[config.mk]
export PLATFORM = sky130hd
export DESIGN_NAME = bytea_octal_escape_decoder_unit
export DESIGN_NICKNAME = d
export VERILOG_FILES = /design/src/bode_pkg.sv /design/src/bode_front.sv /design/src/bode_queue.sv /design/src/bode_back.sv /design/src/bytea_octal_escape_decoder_unit.sv
export SDC_FILE = /design/constraint.sdc
export NUM_CORES = 1
export LEC_CHECK = 0
export ABC_AREA = 0
export BUFFER_PORTS_ARGS = -buffer_cell sky130_fd_sc_hd__buf_2
export CORE_MARGIN = 3
export CORE_UTILIZATION = 56
export DETAILED_ROUTE_END_ITERATION = 8
export PLACE_DENSITY = 0.76
export SLEW_MARGIN = 10
export SYNTH_ARGS = -nofsm -noshare
export SYNTH_HDL_FRONTEND = slang
export SYNTH_HIERARCHICAL = 1
export SYNTH_SLANG_ARGS = --single-unit
[constraint.sdc]
create_clock -name aclk -period 3.15 [get_ports aclk]
set_input_delay 0.1575 -clock aclk [delete_from_list [all_inputs] [get_ports aclk]]
set_output_delay 0.1575 -clock aclk [all_outputs]
set_load 0.01 [all_outputs]
[src/bode_pkg.sv]
// ----------------------------------------------------------------------------
// bode_pkg
// Shared types, codes and helpers for the bytea escape-format decoder.
// ----------------------------------------------------------------------------
package bode_pkg;

    // Character codes
    localparam logic [7:0] CHAR_BSLASH = 8'h5C;
    localparam logic [7:0] CHAR_QUOTE  = 8'h27;
    localparam logic [7:0] CHAR_ZERO   = 8'h30;
    localparam logic [7:0] CHAR_NINE   = 8'h39;

    // Default depth of the command queue between front and back end
    localparam int QUEUE_DEPTH_DEF = 4;

    // Most bytes one input item can produce
    localparam int MAX_RESULTS = 4;
    localparam int RES_IDX_W   = $clog2(MAX_RESULTS);

    // Input item
    typedef struct packed {
        logic [7:0] text_byte;
        logic       final_byte;
    } in_item_t;

    // Result item
    typedef struct packed {
        logic [7:0] decoded_byte;
        logic       run_end;
        logic       string_end;
    } out_item_t;

    // Escape tracking phase
    typedef enum logic [1:0] {
        PH_IDLE = 2'd0,   // nothing held
        PH_BSL  = 2'd1,   // backslash held
        PH_DIG1 = 2'd2,   // backslash and one digit held
        PH_DIG2 = 2'd3    // backslash and two digits held
    } phase_t;

    // One queued command: the bytes of one input item, ready to emit
    typedef struct packed {
        logic [MAX_RESULTS-1:0][7:0] bytes;
        logic [RES_IDX_W-1:0]        last_idx;  // index of the final byte
        logic                        fin;       // item closed the string
    } cmd_t;

    // Decimal digit check
    function automatic logic is_dec(input logic [7:0] c);
        is_dec = (c >= CHAR_ZERO) && (c <= CHAR_NINE);
    endfunction

    // Octal value of three decimal digits, read up to the first 8 or 9,
    // low 8 bits kept
    function automatic logic [7:0] octal_value(input logic [7:0] a,
                                               input logic [7:0] b,
                                               input logic [7:0] c);
        logic [3:0] ka;
        logic [3:0] kb;
        logic [3:0] kc;
        logic [8:0] v;
        ka = a[3:0];
        kb = b[3:0];
        kc = c[3:0];
        if (ka > 4'd7) begin
            v = 9'd0;
        end else if (kb > 4'd7) begin
            v = {6'd0, ka[2:0]};
        end else if (kc > 4'd7) begin
            v = {3'd0, ka[2:0], kb[2:0]};
        end else begin
            v = {ka[2:0], kb[2:0], kc[2:0]};
        end
        octal_value = v[7:0];
    endfunction

endpackage

[src/bode_front.sv]
// ----------------------------------------------------------------------------
// bode_front
// Front end: tracks the escape phase and turns each accepted byte into a
// command holding the zero to four bytes it releases.
// ----------------------------------------------------------------------------
module bode_front (
    input  logic              aclk,
    input  logic              aresetn,
    input  logic              take,
    input  bode_pkg::in_item_t item,
    output logic              push,
    output bode_pkg::cmd_t    cmd
);
    import bode_pkg::*;

    phase_t     phase_reg, phase_next;
    logic [7:0] held0_reg, held0_next;
    logic [7:0] held1_reg, held1_next;
    logic [2:0] count;
    logic [7:0] c;
    logic       fin;

    assign c   = item.text_byte;
    assign fin = item.final_byte;

    // Phase register
    always_ff @(posedge aclk) begin
        if (!aresetn) begin
            phase_reg <= PH_IDLE;
        end else if (take) begin
            phase_reg <= phase_next;
        end
    end

    // Held digits
    always_ff @(posedge aclk) begin
        if (take) begin
            held0_reg <= held0_next;
            held1_reg <= held1_next;
        end
    end

    // Classify byte, build released bytes and next phase
    always_comb begin
        phase_next = phase_reg;
        held0_next = held0_reg;
        held1_next = held1_reg;
        cmd.bytes  = '0;
        count      = 3'd0;

        unique case (phase_reg)
            PH_IDLE: begin
                if (c == CHAR_BSLASH) begin
                    phase_next = PH_BSL;
                end else begin
                    cmd.bytes[0] = c;
                    count        = 3'd1;
                end
            end
            PH_BSL: begin
                if (c == CHAR_QUOTE || c == CHAR_BSLASH) begin
                    cmd.bytes[0] = c;
                    count        = 3'd1;
                    phase_next   = PH_IDLE;
                end else if (is_dec(c)) begin
                    held0_next = c;
                    phase_next = PH_DIG1;
                end else begin
                    cmd.bytes[0] = CHAR_BSLASH;
                    cmd.bytes[1] = c;
                    count        = 3'd2;
                    phase_next   = PH_IDLE;
                end
            end
            PH_DIG1: begin
                if (is_dec(c)) begin
                    held1_next = c;
                    phase_next = PH_DIG2;
                end else begin
                    cmd.bytes[0] = CHAR_BSLASH;
                    cmd.bytes[1] = held0_reg;
                    cmd.bytes[2] = c;
                    count        = 3'd3;
                    phase_next   = PH_IDLE;
                end
            end
            PH_DIG2: begin
                if (is_dec(c)) begin
                    cmd.bytes[0] = octal_value(held0_reg, held1_reg, c);
                    count        = 3'd1;
                end else begin
                    cmd.bytes[0] = CHAR_BSLASH;
                    cmd.bytes[1] = held0_reg;
                    cmd.bytes[2] = held1_reg;
                    cmd.bytes[3] = c;
                    count        = 3'd4;
                end
                phase_next = PH_IDLE;
            end
            default: begin
                phase_next = PH_IDLE;
            end
        endcase

        // End of string inside an escape: release the held bytes.
        // An escape stays open only when nothing was released above.
        if (fin && phase_next != PH_IDLE) begin
            cmd.bytes[0] = CHAR_BSLASH;
            cmd.bytes[1] = held0_next;
            cmd.bytes[2] = held1_next;
            unique case (phase_next)
                PH_BSL:  count = 3'd1;
                PH_DIG1: count = 3'd2;
                default: count = 3'd3;
            endcase
            phase_next = PH_IDLE;
        end

        cmd.last_idx = RES_IDX_W'(count - 3'd1);
        cmd.fin      = fin;
    end

    assign push = take && (count != 3'd0);

endmodule

[src/bode_queue.sv]
// ----------------------------------------------------------------------------
// bode_queue
// Small command FIFO that decouples the front end from the back end.
// ----------------------------------------------------------------------------
module bode_queue #(
    parameter int DEPTH = bode_pkg::QUEUE_DEPTH_DEF
) (
    input  logic           aclk,
    input  logic           aresetn,
    input  logic           push,
    input  bode_pkg::cmd_t push_cmd,
    input  logic           pop,
    output bode_pkg::cmd_t head_cmd,
    output logic           empty,
    output logic           full
);
    import bode_pkg::*;

    localparam int PTR_W = (DEPTH > 1) ? $clog2(DEPTH) : 1;
    localparam int CNT_W = $clog2(DEPTH + 1);

    cmd_t             entry_reg [DEPTH];
    logic [PTR_W-1:0] wr_ptr_reg, wr_ptr_next;
    logic [PTR_W-1:0] rd_ptr_reg, rd_ptr_next;
    logic [CNT_W-1:0] count_reg, count_next;
    logic             do_push;
    logic             do_pop;

    assign empty   = (count_reg == '0);
    assign full    = (count_reg == CNT_W'(DEPTH));
    assign do_push = push && !full;
    assign do_pop  = pop && !empty;

    // Pointer and fill count update
    always_comb begin
        wr_ptr_next = wr_ptr_reg;
        rd_ptr_next = rd_ptr_reg;
        count_next  = count_reg;
        if (do_push) begin
            wr_ptr_next = (wr_ptr_reg == PTR_W'(DEPTH - 1)) ? '0 : wr_ptr_reg + 1'b1;
        end
        if (do_pop) begin
            rd_ptr_next = (rd_ptr_reg == PTR_W'(DEPTH - 1)) ? '0 : rd_ptr_reg + 1'b1;
        end
        case ({do_push, do_pop})
            2'b10:   count_next = count_reg + 1'b1;
            2'b01:   count_next = count_reg - 1'b1;
            default: count_next = count_reg;
        endcase
    end

    always_ff @(posedge aclk) begin
        if (!aresetn) begin
            wr_ptr_reg <= '0;
            rd_ptr_reg <= '0;
            count_reg  <= '0;
        end else begin
            wr_ptr_reg <= wr_ptr_next;
            rd_ptr_reg <= rd_ptr_next;
            count_reg  <= count_next;
        end
    end

    // Entry storage
    always_ff @(posedge aclk) begin
        if (do_push) begin
            entry_reg[wr_ptr_reg] <= push_cmd;
        end
    end

    assign head_cmd = entry_reg[rd_ptr_reg];

endmodule

[src/bode_back.sv]
// ----------------------------------------------------------------------------
// bode_back
// Back end: walks the bytes of the head command into the output register
// one per cycle while m_ready allows, tagging the run and string ends.
// ----------------------------------------------------------------------------
module bode_back (
    input  logic                aclk,
    input  logic                aresetn,
    input  logic                q_empty,
    input  bode_pkg::cmd_t      head_cmd,
    output logic                pop,
    output logic                m_valid,
    input  logic                m_ready,
    output bode_pkg::out_item_t m_item
);
    import bode_pkg::*;

    logic [RES_IDX_W-1:0] idx_reg, idx_next;
    logic                 valid_reg, valid_next;
    out_item_t            item_reg, item_next;
    logic                 load;
    logic                 at_last;

    // Load the output register when it is empty or being drained
    assign load    = !q_empty && (!valid_reg || m_ready);
    assign at_last = (idx_reg == head_cmd.last_idx);
    assign pop     = load && at_last;

    always_comb begin
        idx_next   = idx_reg;
        valid_next = valid_reg;
        item_next  = item_reg;
        if (load) begin
            valid_next             = 1'b1;
            item_next.decoded_byte = head_cmd.bytes[idx_reg];
            item_next.run_end      = at_last;
            item_next.string_end   = at_last && head_cmd.fin;
            idx_next               = at_last ? '0 : idx_reg + 1'b1;
        end else if (m_ready) begin
            valid_next = 1'b0;
        end
    end

    always_ff @(posedge aclk) begin
        if (!aresetn) begin
            idx_reg   <= '0;
            valid_reg <= 1'b0;
        end else begin
            idx_reg   <= idx_next;
            valid_reg <= valid_next;
        end
    end

    always_ff @(posedge aclk) begin
        item_reg <= item_next;
    end

    assign m_valid = valid_reg;
    assign m_item  = item_reg;

endmodule

[src/bytea_octal_escape_decoder_unit.sv]
// ----------------------------------------------------------------------------
// bytea_octal_escape_decoder_unit
// Decodes bytea escape-format text one byte at a time into raw bytes.
//
//   Channel  Direction  Handshake          Payload
//   s_       in         s_valid/s_ready    in_item_t  (text_byte, final_byte)
//   m_       out        m_valid/m_ready    out_item_t (decoded_byte, run_end,
//                                                      string_end)
//
// The front end classifies a byte in the cycle it is taken and queues the
// zero to four bytes it releases; s_ready drops only when the command queue
// is full. The back end emits one result per cycle while m_ready is high;
// single-byte items run back to back. Output is registered. Reset (aresetn
// low, synchronous) clears the escape phase, the queue and the output valid.
// ----------------------------------------------------------------------------
module bytea_octal_escape_decoder_unit #(
    parameter int QUEUE_DEPTH = bode_pkg::QUEUE_DEPTH_DEF
) (
    input  logic                aclk,
    input  logic                aresetn,
    input  logic                s_valid,
    output logic                s_ready,
    input  bode_pkg::in_item_t  s_item,
    output logic                m_valid,
    input  logic                m_ready,
    output bode_pkg::out_item_t m_item
);
    import bode_pkg::*;

    logic q_full;
    logic q_empty;
    logic push;
    logic pop;
    logic take;
    cmd_t push_cmd;
    cmd_t head_cmd;

    // Input transfer
    assign s_ready = !q_full;
    assign take    = s_valid && s_ready;

    bode_front u_front (
        .aclk    (aclk),
        .aresetn (aresetn),
        .take    (take),
        .item    (s_item),
        .push    (push),
        .cmd     (push_cmd)
    );

    bode_queue #(
        .DEPTH (QUEUE_DEPTH)
    ) u_queue (
        .aclk     (aclk),
        .aresetn  (aresetn),
        .push     (push),
        .push_cmd (push_cmd),
        .pop      (pop),
        .head_cmd (head_cmd),
        .empty    (q_empty),
        .full     (q_full)
    );

    bode_back u_back (
        .aclk     (aclk),
        .aresetn  (aresetn),
        .q_empty  (q_empty),
        .head_cmd (head_cmd),
        .pop      (pop),
        .m_valid  (m_valid),
        .m_ready  (m_ready),
        .m_item   (m_item)
    );

endmodule

## Yosys cells after proc, flatten, opt, wreduce, memory -nomap -nowiden

Memories as Yosys holds them, arrays and structs flattened. A register that Yosys moved wholly into a read port is not among the register bits.
Index checks and enable logic that the tools add are counted.
Widths: inputs -> output; s select.

| word-level totals | value |
|---|---|
| output and inout bits | 12 |
| RAM bits | 140 |
| register bits after elaboration | 38 |
| logic and storage cells | 103 |
| memories kept | 1 |

Memory list:

| memory | words | bits a word | read ports | clocked after memory_dff | write ports | RTL line | source |
|---|---|---|---|---|---|---|---|
| u_queue.entry_reg | 4 | 35 | 1 | 1 | 1 | bode_queue.sv:22 | `cmd_t entry_reg [DEPTH];` |

| cells by class | value |
|---|---|
| order comparisons | 6 |
| multiplexer cells | 46 |
| eq/ne operators | 13 |
| $add $sub $neg | 6 |
| reduce and logical (&&, ||, !) cells | 20 |

Operators by type and width:

| operator | count |
|---|---|
| $mux 8 | 14 |
| $mux 24 | 3 |
| $pmux 8 s4 | 1 |
| $mux 2 | 12 |
| $pmux 8 s3 | 1 |
| $bmux 8 s2 | 1 |
| $mux 16 | 1 |
| $pmux 8 s2 | 1 |
| $eq 2x2->1 const B | 6 |
| $gt 4x3->1 const B | 3 |
| $pmux 3 s4 | 1 |
| $logic_and 1x1->1 | 9 |
| $mux 3 | 3 |
| $eq 8x6->1 const B | 1 |
| $eq 8x7->1 const B | 1 |
| $ge 8x6->1 const B | 1 |
| $le 8x6->1 const B | 1 |
| $pmux 2 s4 | 1 |
| $add 2x1->2 const B | 3 |
| $eq 2x1->1 const B | 3 |
| $pmux 3 s2 | 1 |
| $reduce_bool 2->1 | 3 |
| $mux 1 | 5 |
| $pmux 2 s2 | 1 |
| 11 further kinds | 14 |

## Depth between registers and ports, before layout

Gate-level depths: netlist of the first run.

| depth | value |
|---|---|
| depth in word-level cells | 13 |
| depth in mapped cells | 18 |
| depth with buffers taken out | 14 |

## Cells and area by module

Netlist of the first run, hierarchy kept.

Modules (own cells, without submodules):

| module | area an instance (µm²) | cells each | sequential area each (µm²) | times used |
|---|---|---|---|---|
| bode_queue | 5,596.6 | 239 | 4,384.2 | 1 |
| bode_front | 1,639.1 | 183 | 520.5 | 1 |
| bode_back | 694.4 | 42 | 360.3 | 1 |
| bytea_octal_escape_decoder_unit | 10.0 | 2 | 0.0 | 1 |

## Worst setup path before layout of the first run

No wires, ideal clock.

| path | value |
|---|---|
| path type | input-to-reg |
| start | in s_item[1] (netlist name) |
| end | reg u_queue.count_reg[2] |
| path buffers | 4 |
| required time | 3.074 ns |
| cell stages on the path | 18 |
| path slack | -0.240 ns |
| data arrival time | 3.314 ns |
| cell sequence | buf_6 -> or4b_4 -> or2_1 -> buf_6 -> and3_4 -> buf_6 -> o21ai_0 -> ha_1 -> a21boi_0 -> nor2b_1 -> buf_2 -> inv_1 -> ha_1 -> inv_1 -> fa_1 -> xor2_1 -> or3_1 -> a21boi_0 |

| on the way | value |
|---|---|
| cells in the longest elaborated chain, start to end | 13 |

Ends and longest elaborated chain:

| item | RTL line | source |
|---|---|---|
| from (decl) | bytea_octal_escape_decoder_unit.sv:23 | `input bode_pkg::in_item_t s_item,` |
| $ge 8x6->1 or $le 8x6->1 (tied branches) | bode_pkg.sv:50 | `is_dec = (c >= CHAR_ZERO) && (c <= CHAR_NINE);` |
| $logic_and 1x1->1 | bode_pkg.sv:50 |  |
| $mux 2 | bode_front.sv:65 | `end else if (is_dec(c)) begin` |
| $mux 2 | bode_front.sv:61 | `if (c == CHAR_QUOTE \|\| c == CHAR_BSLASH) begin` |
| $pmux 2 s4 | bode_front.sv:51 | `unique case (phase_reg)` |
| $eq 2x2->1, or another cell as far along | bode_front.sv:111 | `unique case (phase_next)` |
| $pmux 2 s2 or $logic_and 1x1->1 (tied branches) | bode_front.sv:111, bode_front.sv:107 |  |
| $mux 3 (*) | bode_front.sv:107 | `if (fin && phase_next != PH_IDLE) begin` |
| $reduce_bool 3->1 (*) | bode_front.sv:123 | `assign push = take && (count != 3'd0);` |
| $logic_and 1x1->1 (*) | bode_front.sv:123 |  |
| named net push | bytea_octal_escape_decoder_unit.sv:32 | `logic push;` |
| $logic_and 1x1->1 (*) | bode_queue.sv:31 | `assign do_push = push && !full;` |
| $eq 2x1->1 or $eq 2x2->1 (tied branches) | bode_queue.sv:45 | `case ({do_push, do_pop})` |
| $pmux 3 s2 or $reduce_bool 2->1 (tied branches) | -- |  |
| to (signal assigned) | bode_queue.sv:60 | `count_reg <= count_next;` |
| to (decl) | bode_queue.sv:25 | `logic [CNT_W-1:0] count_reg, count_next;` |

Mark *: on every way through the listed nets, which the timed path passes. The rest lies on a longest branch.
A chain may end at the register's enable or synchronous reset.

==> results.ini, run 1 <==
[status]
status=completed

[synthesis]
synth_area_leader_cell=edfxtp_1
ys_types=62
synth_flop_cell=edfxtp_1
ys_seq_elements=180
synthesis.instances=466
synth-edff-count=166
synth_top_cells_by_count=edfxtp_1, mux4_2, nand2_1
syn-num-nets=487
synthArstFlopShare=0
synth_area_mm2=0.00794
netlist_top_cells_area=edfxtp_1, mux4_2, dfxtp_1
yosys.cell_count.top_type=edfxtp_1
yosysTopAreaCellShare=0.628
avgSynthCellArea_um2=17.0
ys_warn_count=6
yosysSeqAreaShare=0.663

[power]
switching_power_mw=1.56
seqPwrFrac=0.480
clock_power_share=0.344
swShare=0.241
vdd_drop_max_uv=397
p_per_area_mw_per_mm2=720
p_leak_nw=3.08
comb_power_share=0.177
internal_power_mw=4.92

[drt]
routed_wl_mm=16.1
ant_nets=0
drt_iter0_drc=445
avgRoutedWirePerCell_um=23.0
drc_errors=0
drt_pass1_iterations=5
dr_total_vias=4441
via_per_inst=6.34

[cells_and_area]
final_util=0.665
multi_input_area_mm2=0.00245
largest_register_ff_count=140
seq_area_mm2=0.00527
antenna_cells=0
fill_cells=933
design_area_mm2=0.00901
area_growth_pct=13.5
nNetsFinal=533
drive_gt1_frac=0.275

[timing]
rsz0062_at_grt=no
slew_headroom=0.514
post-route-period-util=0.938
slew_viol_final=0
skew_ns=0.00856
fin_hold_ws_ns=0.0865
fin_ws_ns=0.196
finalSetupTns_ns=0
tightest_slew_ns=0.728
hold_viol_final=0
max_freq_mhz=338
setup_viol=0
fin_crit_ns=2.95

[clocking]
cts_made_buffers=17
clock_latency_ns=0.42
cts_root_buf=clkbuf_16
cts_hold_buf=0
clk_pin_slew_ns=0.06
cts_tree=built
cts_buffer_depth=2
clock-sinks=180
post_cts.repair.setup_buffers=0
htree_levels=4
cts-resized-gates=0

[global_route]
gr-total-overflow=0
grt_pass1_wl_mm=25.7
first_global_vias=4484
grt.total_usage=0.217
antenna_found_initial=0
grt_max_degree=36

[setup_path]
critical_path.startpoint_type=register
crit_arrival_ns=3.30
path_max_fanout=5
rrSetupSlack_ns=0.20
critPathRequiredTime_ns=3.50
crit_type=reg2reg
cp-end-kind=register

[die]
io_pins=25
initial_core_util=0.586
die_area_mm2=0.0156
fp-row-count=42
core_area_mm2=0.0136
die_width_um=125
die_y_um=125

[hold_path]
hp-class=in2reg
min-delay-start=m_ready

[placement]
gp_congestion=0.974
dp_worst_setup_slack_ns=0.00642
post-dp-hpwl_mm=10.2
place_area_mm2=0.00838
port_buffers=24

[flow_run]
cap_violations=0

-- metrics by stage --
stage	std cells	total power, mW
3_5_place_dp	669	4.31
4_1_cts	700	6.53
2_1_floorplan	466	3.95
6_report	700	6.49
3_3_place_gp	669	4.26
5_1_grt	700	6.74
-- placed cells by master (no fill, tap or decap), types with 6 or more instances in the layout --
cell type and instances:
edfxtp_1 166, mux4_2 36, buf_4 26, buf_2 24
nand2_1 24, clkbuf_16 17, nor2_1 16, dfxtp_1 13
inv_1 12, and2_1 12, o21ai_0 11, nand2b_1 8
mux2_2 8, mux4_1 7, nand3_1 7, a32o_1 7
nor2b_1 6, and3_1 6, a22o_1 6, mux2i_1 6
-- cells by family (layout without fill, tap and decap cells) --
logic type	Yosys count	in the layout	synth area share
xor gates and xnor gates	4	4	0.00441
muxes	57	57	0.144
AOI/OAI and AO/OA	66	66	0.0632
DFF	180	180	0.663
and+or+nand+nor	110	110	0.0797
adders and majority gates	8	8	0.0136
buffers and inverters	41	99	0.0318
-- power by group through the flow --
stage,clock network (mW),logic (mW),registers (mW)
3_5_place_dp,0,1.16,3.15
3_3_place_gp,0,1.13,3.13
6_report,2.23,1.15,3.11
4_1_cts,2.25,1.16,3.11
5_1_grt,2.34,1.26,3.14
2_1_floorplan,0,0.798,3.16
-- path summary, 6_finish.rpt --
kind / to / cells past startpoint
hold / removal: u_back/m_valid / 3
setup reg to reg: u_queue/count_reg[2] / 11
setup / recovery: u_queue/count_reg[2] / 11
hold reg to reg: u_queue/wr_ptr_reg[1] / 2
-- critical path: stages (launching register included) --
cell	delay (ns)
dfxtp_2	0.36
mux4_2	0.55
xor2_1	0.18
nor4_2	0.30
o31ai_1	0.21
inv_1	0.15
ha_4	0.15
inv_2	0.03
fa_2	0.33
xor2_1	0.16
or3_1	0.33
a21boi_1	0.15
-- routing by layer --
layer | part of all wire | wire, um | track usage | vias up
met3 | 0.054 | 873 | 0.0405 | 25
li1 | - | - | - | 1977
met4 | 0.017 | 279 | 0.0733 | 0
met1 | 0.44 | 7080 | 0.314 | 2256
met5 | 0 | 0 | 0 | -
met2 | 0.49 | 7850 | 0.337 | 183
-- cell type report --
| cell class | instances | area share |
|---|---|---|
| clock buffers | 21 | 0.0489 |
| clock inverters | 10 | 0.0201 |
| inverters | 14 | 0.00583 |
| multi-input cells | 245 | 0.272 |
| flip-flops and latches | 180 | 0.584 |
| well taps | 176 | 0.0244 |
| repair buffers | 54 | 0.0439 |
(Power assumes the default switching activity.)
==> run 2, diff against run 1 <==
CAP_MARGIN = 20   (was not set)
CTS_BUF_LIST = sky130_fd_sc_hd__clkbuf_8 sky130_fd_sc_hd__clkbuf_16   (was not set)
==> run 2 against run 1 <==
Compared with the run above:
- routed wire length fell by 0.25%
- combinational power barely moved
- cell count did not move
- critical path type unchanged
- global-route usage did not move
- count of clock-buffer cells in the layout fell by 4
- sequential share of layout area did not move
- hold slack got worse by 0.0021 ns
- power fell by 0.21%
- largest cell class unchanged
- via count rose by 0.25%
- sequential cell count did not move
- clock skew rose by 0.0012 ns
==> results.ini, run 2 (synthesized netlist as in run 1, its figures left out) <==
[status]
status=completed

[power]
vdd_drop_max_uv=400
power_mw=6.47
p_leak_nw=3.10
p_per_area_mw_per_mm2=718

[cells_and_area]
area_growth_pct=13.5
largest_register_ff_count=140
drive_gt1_frac=0.275
mostFrequentLayoutCell=edfxtp_1
final_util=0.665
design_area_mm2=0.00901
nNetsFinal=533
final_cell_mix=edfxtp_1, mux4_2, buf_4
antenna_cells=0

[timing]
slew_headroom=0.510
hold_viol_final=0
fin_crit_ns=2.95
slew_viol_final=0
post-route-period-util=0.937
fin_hold_ws_ns=0.0844
rsz0062_at_grt=no
max_freq_mhz=339
skew_ns=0.00981
tightest_slew_ns=0.725
finalSetupTns_ns=0
setup_viol=0

[flow_run]
cap_violations=0

[die]
core_area_mm2=0.0136
fp-row-count=42
io_pins=25
die_area_mm2=0.0156
die_y_um=125
die_width_um=125
initial_core_util=0.586

[drt]
routed_wl_mm=16.0
ant_nets=0
drc_errors=0
via_per_inst=6.36
drt_pass1_iterations=5
avgRoutedWirePerCell_um=22.9
dr_total_vias=4452
drt_iter0_drc=444

[placement]
place_area_mm2=0.00838
port_buffers=24
post-dp-hpwl_mm=10.2
gp_congestion=0.974

[global_route]
first_global_vias=4484
grt_max_degree=36
grt_pass1_wl_mm=25.7
grt.total_usage=0.217
antenna_found_initial=0
gr-total-overflow=0

[clocking]
htree_levels=4
cts_buffer_depth=2
clk_pin_slew_ns=0.06
cts_root_buf=clkbuf_16
cts_made_buffers=17
clock_latency_ns=0.42
cts_tree=built
clock-sinks=180

[setup_path]
critical_path.startpoint_type=register
path_max_fanout=5
slowest_delay_ns=0.55
path_cells=mux4_2 -> xor2_1 -> nor4_2 -> o31ai_1 -> inv_1 -> ha_4 -> inv_2 -> fa_2 -> xor2_1 -> or3_1 -> a21boi_1
crit_top_cell=xor2_1
cp-end-kind=register
critPathTopFamily=simple AND/OR/NAND/NOR gates
crit_type=reg2reg
crit_arrival_ns=3.30
critPathRequiredTime_ns=3.50
path_buf_inv=2
cp_slowest_cell=mux4_2

[hold_path]
hp-class=in2reg

## run 2: changes by cell type in the layout (fill, tap and decap cells not counted)
| cell | change |
|---|---|
| clkbuf_1 | -4 |
| inv_1 | +4 |
## run 2: final cells by class
cell class	count	area (um^2)
clock buffer	17	425
fill	933	4550
sequential	180	5270
timing repair buffer	54	395
clock inverter	14	196
inverter	14	52.6
tap	176	220
multi-input combinational	245	2450
## run 2: metal layers
layer  share of wire  track usage  vias up  routed length [um]
met3           0.067       0.0405       21                1080
met1            0.43        0.314     2256                6950
met5               0            0        -                   0
met4           0.014       0.0733        0                 229
met2            0.49        0.337      199                7790
li1                -            -     1976                   -
## run 2: worst paths after layout
check	cells past startpoint	start	endpoint	slack, ns
worst max-delay path	11	register	u_queue/count_reg[2]	0.20
worst min-delay path	3	m_ready	u_back/m_valid	0.08
worst max register to register	11	register	u_queue/count_reg[2]	0.20
worst min register to register	2	u_queue/wr_ptr_reg[1]	u_queue/wr_ptr_reg[1]	0.50
## run 2: worst register-to-register path: stages (launching register included)
cell	delay, ns
dfxtp_2	0.36
mux4_2	0.55
xor2_1	0.18
nor4_2	0.30
o31ai_1	0.21
inv_1	0.15
ha_4	0.15
inv_2	0.03
fa_2	0.33
xor2_1	0.16
or3_1	0.33
a21boi_1	0.15
## run 2: where the power goes
| group | switching (mW) | internal (mW) | leakage [nW] |
|---|---|---|---|
| logic | 0.605 | 0.541 | 1.10 |
| clock network | 0.831 | 1.39 | 0.307 |
| registers | 0.128 | 2.98 | 1.69 |
## run 2: through the flow
stage / std cells / setup WS (ns)
finish: 700 / 0.198
global route: 700 / 0.0766
CTS: 700 / 0.119
detailed placement: 669 / 0.00642
global placement: 669 / 0.134
floorplan: 466 / -0.00501
## run 2: repair_timing
| item | in CTS | in global routing |
|---|---|---|
| hold buffers | 0 | 0 |
| setup buffers | 0 | 0 |
| endpoints found under the setup margin | 0 | 1 |
| hold endpoints to repair | 0 | 0 |
| resized for setup | 0 | 1 |
==> run 3, diff against run 2 <==
CORE_UTILIZATION = 58   (was 56)
CTS_BUF_LIST = sky130_fd_sc_hd__clkbuf_4 sky130_fd_sc_hd__clkbuf_8   (was sky130_fd_sc_hd__clkbuf_8 sky130_fd_sc_hd__clkbuf_16)
PLACE_DENSITY = 0.78   (was 0.76)
==> run 3 against run 2 <==
Compared with the run above:
- count of clock-buffer cells in the layout grew 3
- utilization shrank 0.48 points
- clock skew grew 0.0031 ns
- routed wire length shrank 1.4%
- critical path type unchanged
- largest power group unchanged
==> results.ini, run 3 (synthesized netlist as in run 1, its figures left out) <==
[status]
status=completed

[die]
io_pins=25
fp-row-count=42
core_area_mm2=0.0133
initial_core_util=0.597
die_y_um=123
die_width_um=123
die_area_mm2=0.0151

[setup_path]
critical_path.startpoint_type=register
path_max_fanout=3
crit_top_cell=xor2_1
cp_slowest_cell=mux4_2
path_cells=mux4_2 -> xor2_1 -> nor4_1 -> o31ai_1 -> inv_1 -> ha_4 -> inv_2 -> fa_2 -> xor2_1 -> or3_1 -> a21boi_1
slowest_delay_ns=0.55
cp-end-kind=register
crit_arrival_ns=3.35
critPathRequiredTime_ns=3.53
path_buf_inv=2
crit_type=reg2reg
critPathTopFamily=simple AND/OR/NAND/NOR gates

[clocking]
cts-resized-gates=0
cts_tree=built
cts_made_buffers=17
cts_hold_buf=0
clock-sinks=180
post_cts.repair.setup_buffers=0
clock_latency_ns=0.45
cts_buffer_depth=2
htree_levels=4
cts_root_buf=clkbuf_8
clk_pin_slew_ns=0.09

[timing]
skew_ns=0.0129
max_freq_mhz=337
tightest_slew_ns=0.673
fin_ws_ns=0.182
rsz0062_at_grt=no
fin_crit_ns=2.97
hold_viol_final=0
slew_viol_final=0
post-route-period-util=0.942
slew_headroom=0.545
setup_viol=0

[cells_and_area]
drive_gt1_frac=0.284
mostFrequentLayoutCell=edfxtp_1
largest_register_ff_count=140
final_cell_mix=edfxtp_1, mux4_2, buf_4
layout.cells.non_filler=701
design_area_mm2=0.00877
antenna_cells=0
fill_cells=909
nNetsFinal=533
area_growth_pct=10.5

[drt]
wirelength_met1_mm=6.43
topRoutingLayerUsed=met4
route.met2.wl_mm=7.76
dr_total_vias=4418
routed_wl_mm=15.8
wl_met3_mm=1.35
drc_errors=0
drt_pass1_iterations=5
ant_nets=0
via_per_inst=6.30
drt_iter0_drc=536
avgRoutedWirePerCell_um=22.6

[global_route]
grt.total_usage=0.225
grt_pass1_wl_mm=24.5
grt_max_degree=36
antenna_found_initial=0
gr-total-overflow=0
first_global_vias=4314

[power]
p_leak_nw=2.98
power_mw=5.76
p_per_area_mw_per_mm2=656
vdd_drop_max_uv=309

[hold_path]
hp-class=in2reg

[placement]
dp_cells=669
dp_worst_setup_slack_ns=0.0133
place_area_mm2=0.00838
port_buffers=24
gp_congestion=0.941
post-dp-hpwl_mm=10.3

[flow_run]
cap_violations=0

[run 3: changes by cell type in the layout (fill, tap and decap cells not counted), sizes merged]
cell	change
inv	-2
clkinv	+3
bufinv	-3
clkbuf	+3
[run 3: tightest hold or removal path: stages]
cell and delay (ns):
buf_2 0.11, nor2b_4 0.05, o21a_1 0.16
[run 3: metal layers]
metal	GRT usage	vias up
li1	-	1972
met1	0.317	2214
met2	0.349	207
met3	0.0494	25
met4	0.0844	0
met5	0	-
[run 3: final timing paths]
| check | start | cells after the start | slack, ns | end |
|---|---|---|---|---|
| worst min-delay path | m_ready | 3 | 0.07 | u_back/m_valid |
| worst max register to register | register | 11 | 0.18 | u_queue/count_reg[2] |
| worst min register to register | u_queue/wr_ptr_reg[1] | 2 | 0.51 | u_queue/wr_ptr_reg[1] |
| worst max-delay path | register | 11 | 0.18 | u_queue/count_reg[2] |
[run 3: layout make-up]
cell class | instances | area (um^2) | share of cell area
Clock inverter | 12 | 133 | 0.0151
Multi-Input combinational cell | 245 | 2450 | 0.279
Tap cell | 176 | 220 | 0.0251
Sequential cell | 180 | 5270 | 0.600
Inverter | 14 | 52.6 | 0.00599
Timing Repair Buffer | 54 | 395 | 0.0451
Clock buffer | 20 | 256 | 0.0292
[run 3: report_power, final]
| group | internal, mW | switching [mW] |
|---|---|---|
| registers | 2.98 | 0.124 |
| clock network | 0.733 | 0.777 |
| logic | 0.542 | 0.606 |
[run 3: through the flow]
step	setup TNS, ns	hold slack [ns]	utilization
floorplan	-0.00501	0.275	-
global placement	0	0.485	0.631
detailed placement	0	0.502	0.631
CTS	0	0.0331	0.660
global route	0	0.0403	0.660
finish	0	0.0718	0.660
